[src/sv/assert_macros.svh]
// ----------------------------------------------------------------------------
// Assertion macros
// Shared concurrent assertion forms, clocked on clk_i and disabled in reset.
// ----------------------------------------------------------------------------
`ifndef ASSERT_MACROS_SVH
`define ASSERT_MACROS_SVH

// The property must hold at every rising clock edge outside reset.
`define TMVA_ASSERT(name, prop) \
  name: assert property (@(posedge clk_i) disable iff (!rst_ni) (prop)) \
    else $error("assertion failed");

// The condition must never be true outside reset.
`define TMVA_ASSERT_NEVER(name, cond) \
  name: assert property (@(posedge clk_i) disable iff (!rst_ni) !(cond)) \
    else $error("forbidden condition seen");

`endif

[src/sv/tmva_pkg.sv]
// ----------------------------------------------------------------------------
// tmva_pkg
// Types and fixed constants of the mixed Voronoi corner area pipeline.
// ----------------------------------------------------------------------------
`default_nettype none

package tmva_pkg;

  // Limb width of the partial products inside the pipelined multiplier.
  localparam int MUL_LIMB_W = 32;
  // Register stages of one pipelined multiplier.
  localparam int MUL_LAT = 3;

  // Result format is unsigned Q16.16.
  localparam int AREA_W = 32;
  // Doubled area in units of 2^-32 to a quarter and an eighth in units of 2^-16.
  localparam int QUARTER_SHIFT = 18;
  localparam int EIGHTH_SHIFT = 19;
  // The Voronoi divisor is the doubled area shifted by this amount.
  localparam int DIV_SHIFT = 19;
  localparam int DIV_SAT_SHIFT = DIV_SHIFT + AREA_W;

  // Per-item results that are settled before the division runs.
  typedef struct packed {
    logic [2:0][AREA_W-1:0] fv;  // fixed area of each corner
    logic [2:0]             fs;  // saturation of each corner
    logic [2:0]             uq;  // corner takes the division quotient
    logic                   dg;  // degenerate triangle
  } tmva_side_t;

endpackage

`default_nettype wire

[src/sv/tmva_mul.sv]
// ----------------------------------------------------------------------------
// tmva_mul
// Unsigned pipelined multiplier: limb products, row sums, final sum.
// ----------------------------------------------------------------------------
`default_nettype none

module tmva_mul
  import tmva_pkg::*;
#(
  parameter int W = 32
) (
  input  wire logic           clk_i,
  input  wire logic           en_i,
  input  wire logic [W-1:0]   a_i,
  input  wire logic [W-1:0]   b_i,
  output logic      [2*W-1:0] p_o
);

  localparam int L  = (W + MUL_LIMB_W - 1) / MUL_LIMB_W;
  localparam int PW = 2 * L * MUL_LIMB_W;

  logic [L*MUL_LIMB_W-1:0] a_pad;
  logic [L*MUL_LIMB_W-1:0] b_pad;
  logic [2*MUL_LIMB_W-1:0] pp_q [L][L];
  logic [PW-1:0]           row_d [L];
  logic [PW-1:0]           row_q [L];
  logic [PW-1:0]           sum_d;
  logic [2*W-1:0]          p_q;

  assign a_pad = (L*MUL_LIMB_W)'(a_i);
  assign b_pad = (L*MUL_LIMB_W)'(b_i);

  always_comb begin
    for (int i = 0; i < L; i++) begin
      row_d[i] = '0;
      for (int j = 0; j < L; j++) begin
        row_d[i] = row_d[i] + (PW'(pp_q[i][j]) << (j * MUL_LIMB_W));
      end
    end
    sum_d = '0;
    for (int i = 0; i < L; i++) begin
      sum_d = sum_d + (row_q[i] << (i * MUL_LIMB_W));
    end
  end

  always_ff @(posedge clk_i) begin
    if (en_i) begin
      for (int i = 0; i < L; i++) begin
        for (int j = 0; j < L; j++) begin
          pp_q[i][j] <= a_pad[i*MUL_LIMB_W +: MUL_LIMB_W] * b_pad[j*MUL_LIMB_W +: MUL_LIMB_W];
        end
        row_q[i] <= row_d[i];
      end
      p_q <= sum_d[2*W-1:0];
    end
  end

  assign p_o = p_q;

endmodule

`default_nettype wire

[config.mk]
export PLATFORM = sky130hd
export DESIGN_NAME = tmva_mul
export DESIGN_NICKNAME = d
export VERILOG_FILES = /design/src/sv/assert_macros.svh /design/src/sv/tmva_pkg.sv /design/src/sv/tmva_mul.sv
export SDC_FILE = /design/constraint.sdc
export NUM_CORES = 2
export LEC_CHECK = 0
export BUFFER_PORTS_ARGS = -buffer_cell sky130_fd_sc_hd__buf_2
export CAP_MARGIN = 5
export CORE_MARGIN = 2
export CORE_UTILIZATION = 40
export CTS_CLUSTER_SIZE = 40
export DETAILED_ROUTE_END_ITERATION = 8
export SYNTH_ARGS = -nofsm -noshare
export SYNTH_HDL_FRONTEND = slang
export SYNTH_SLANG_ARGS = --single-unit
[constraint.sdc]
create_clock -name clk_i -period 8.3 [get_ports clk_i]
set_input_delay 0.415 -clock clk_i [delete_from_list [all_inputs] [get_ports clk_i]]
set_output_delay 0.415 -clock clk_i [all_outputs]
set_load 0.005 [all_outputs]
==> flow_metrics.tcl <==
set metrics [dict create \
    synthDistinctLibCells 56 \
    worst_pin_slew_ns 1.02 \
    async_reset_ff_frac 0 \
    ys_seq_area_frac 0.148 \
    cts_setup_buffers 0 \
    clock_skew_ns 0.00829 \
    synthesis.nets 5104 \
    wl_per_cell_um 19.2 \
    ant_nets 0 \
    met2_usage 0.342 \
    maxSlewViolCount 0 \
    cap_violations 0 \
    synth.largest_area_cell "fa_1" \
    vias 25800 \
    whs_ns 0.417 \
    die_x_um 317 \
    fin_crit_sh 0.936 \
    drcViolationCount 0 \
    die_h_um 317 \
    drtPass1Iterations 5 \
    ys_warn_count 0 \
    cts_inserted_buffers 17 \
    slew_headroom 0.323 \
    crit_path_max_fanout 32 \
    ys_ff_latch 192 \
    rows 114 \
    io_pins 130 \
    place_congestion 0.873 \
    antenna_found_initial 2 \
    netlist_instances 3879 \
    track_usage 0.207 \
    hpwl_um 84500 \
    nets 5129 \
    tns_ns 0 \
    syn_area_um2 39100 \
    syn_area_per_cell_um2 10.1 \
    io_buffers 129 \
    criticalPathCategory "in2reg" \
    hold_viol_final 0 \
    synth_most_common_cell "fa_1" \
    grt_start_max_net_pins 110 \
    cts.clk_slew.worst_paths_ns 0.08 \
    synth_edf_count 192 \
    cts_tree "done" \
    routed_wl_um 99800 \
    core_area_um2 96700 \
    yosys_most_used_dff "edfxtp_1" \
    htree_levels 4 \
    crit_required_ns 8.49 \
    synth_common_cells "896 x fa_1, 862 x inv_1, 601 x and2_1" \
    grtUsageMet1 0.296 \
    finalInstanceArea_um2 41800 \
    via_per_inst 4.96 \
    cp-start-kind "input port" \
    area_growth_pct 7.00 \
    dp_slack_ns 0.0922 \
    grt.overflow.total 0 \
    finalSetupViolations 0 \
    worstPathArrival_ns 7.95 \
    setup_slack_ns 0.534 \
    finalWorstPathRequiredPeriod_ns 7.77 \
    outcome "complete, no violations" \
    postCtsHoldBufs 0 \
    cts.sink_count 192 \
    busiest_layer "met2" \
    timing.fmax_mhz 129 \
    root_buffer "clkbuf_16" \
    clkLatencyLatePin_ns 0.43 \
    post_cts_resized 0 \
    hold_class "reg2reg" \
    first_global_vias 27500 \
    grt_pass1_wl_um 159000 \
    yosys-top-cells-area "fa_1 46%, edfxtp_1 15%, and2_1 9.6%, ha_1 8.4%, inv_1 8.3%" \
    post_dp_cell_area_um2 41200 \
    drtIter0Drc 1537 \
    end_kind "flop" \
    rsz0062_at_grt "false" \
    cts_buffer_depth 2 \
    layout-drive-gt1-share 0.0697 \
    dieArea_um2 100000 \
    start_util 0.404 \
    grt_util_met3 0.0288 \
    synth_top_area_frac 0.459 \
]
critical path: stages:
cell	delay, ns
buf_2	0.57
and2_1	0.28
fa_1	0.43
fa_1	0.43
fa_1	0.54
inv_1	0.05
fa_1	0.48
inv_1	0.05
fa_1	0.50
fa_1	0.57
fa_1	0.44
fa_1	0.45
ha_1	0.32
a21oi_1	0.19
o21ai_1	0.10
a2111oi_0	0.48
o21bai_1	0.16
a221oi_1	0.42
o221ai_1	0.23
a311o_1	0.31
a21oi_1	0.23
o21ai_1	0.12
xor2_1	0.15
state kept, by name (all words and copies together), names as in the netlist:
name   flops
p_o       64
pp_q      64
row_q     64
area by class of cell:
cell class | count | area (µm²)
clock inverter | 14 | 163
clock buffer | 17 | 425
timing repair buffer | 230 | 1410
inverter | 862 | 3240
tap | 1276 | 1600
multi-input combinational | 2601 | 29200
antenna | 1 | 2.50
fill | 9401 | 54900
sequential | 192 | 5770
metal layers:
| layer | wire length (µm) | up-vias | part of all wire |
|---|---|---|---|
| met4 | 1120 | 2 | 0.011 |
| met1 | 45100 | 13600 | 0.45 |
| met5 | 14 | - | 0.00014 |
| li1 | - | 11500 | - |
| met2 | 47700 | 637 | 0.48 |
| met3 | 5890 | 55 | 0.059 |
stage by stage:
| step | cells | util |
|---|---|---|
| floorplan | 3879 | - |
| global placement | 5161 | 0.426 |
| detailed placement | 5161 | 0.426 |
| CTS | 5192 | 0.432 |
| global route | 5193 | 0.432 |
| finish | 5193 | 0.432 |
kinds of logic after synthesis:
group / Yosys count / synth area share
adder cells (fa/ha/maj): 1159 / 0.543
XOR/XNOR: 63 / 0.0141
AO/OA/AOI/OAI: 206 / 0.0346
flip-flops: 192 / 0.148
buffers and inverters: 1086 / 0.105
AND/OR/NAND/NOR: 1173 / 0.156
placed cells by master (no fill, tap or decap), types with 5 or more instances in the layout:
master and n:
buf_4 101, nor3_1 6, ha_1 263, buf_2 128
a31oi_1 9, o21ai_0 30, inv_1 862, o21ai_1 10
xnor2_1 37, o21a_1 5, nand3_1 16, and2_1 601
edfxtp_1 192, o21bai_1 14, inv_8 6, nor2_1 31
inv_6 5, a21o_1 32, xor2_1 26, nor2b_1 7
a21oi_1 73, and3_1 9, nand2_1 468, nand4_1 24
clkbuf_16 17, fa_1 896
worst paths after layout:
path	end	from	depth (start not counted)	slack, ns
min reg2reg	row_q[0][54]	pp_q[0][54]	0	0.42
max reg2reg	row_q[0][52]	pp_q[0][52]	0	7.61
min	row_q[0][54]	pp_q[0][54]	0	0.42
max	pp_q[0][62]	b_i[5]	23	0.53
Power is left out: the tool's default activity adds up to more than one toggle a clock period on the data nets, which glitch-free logic cannot reach.
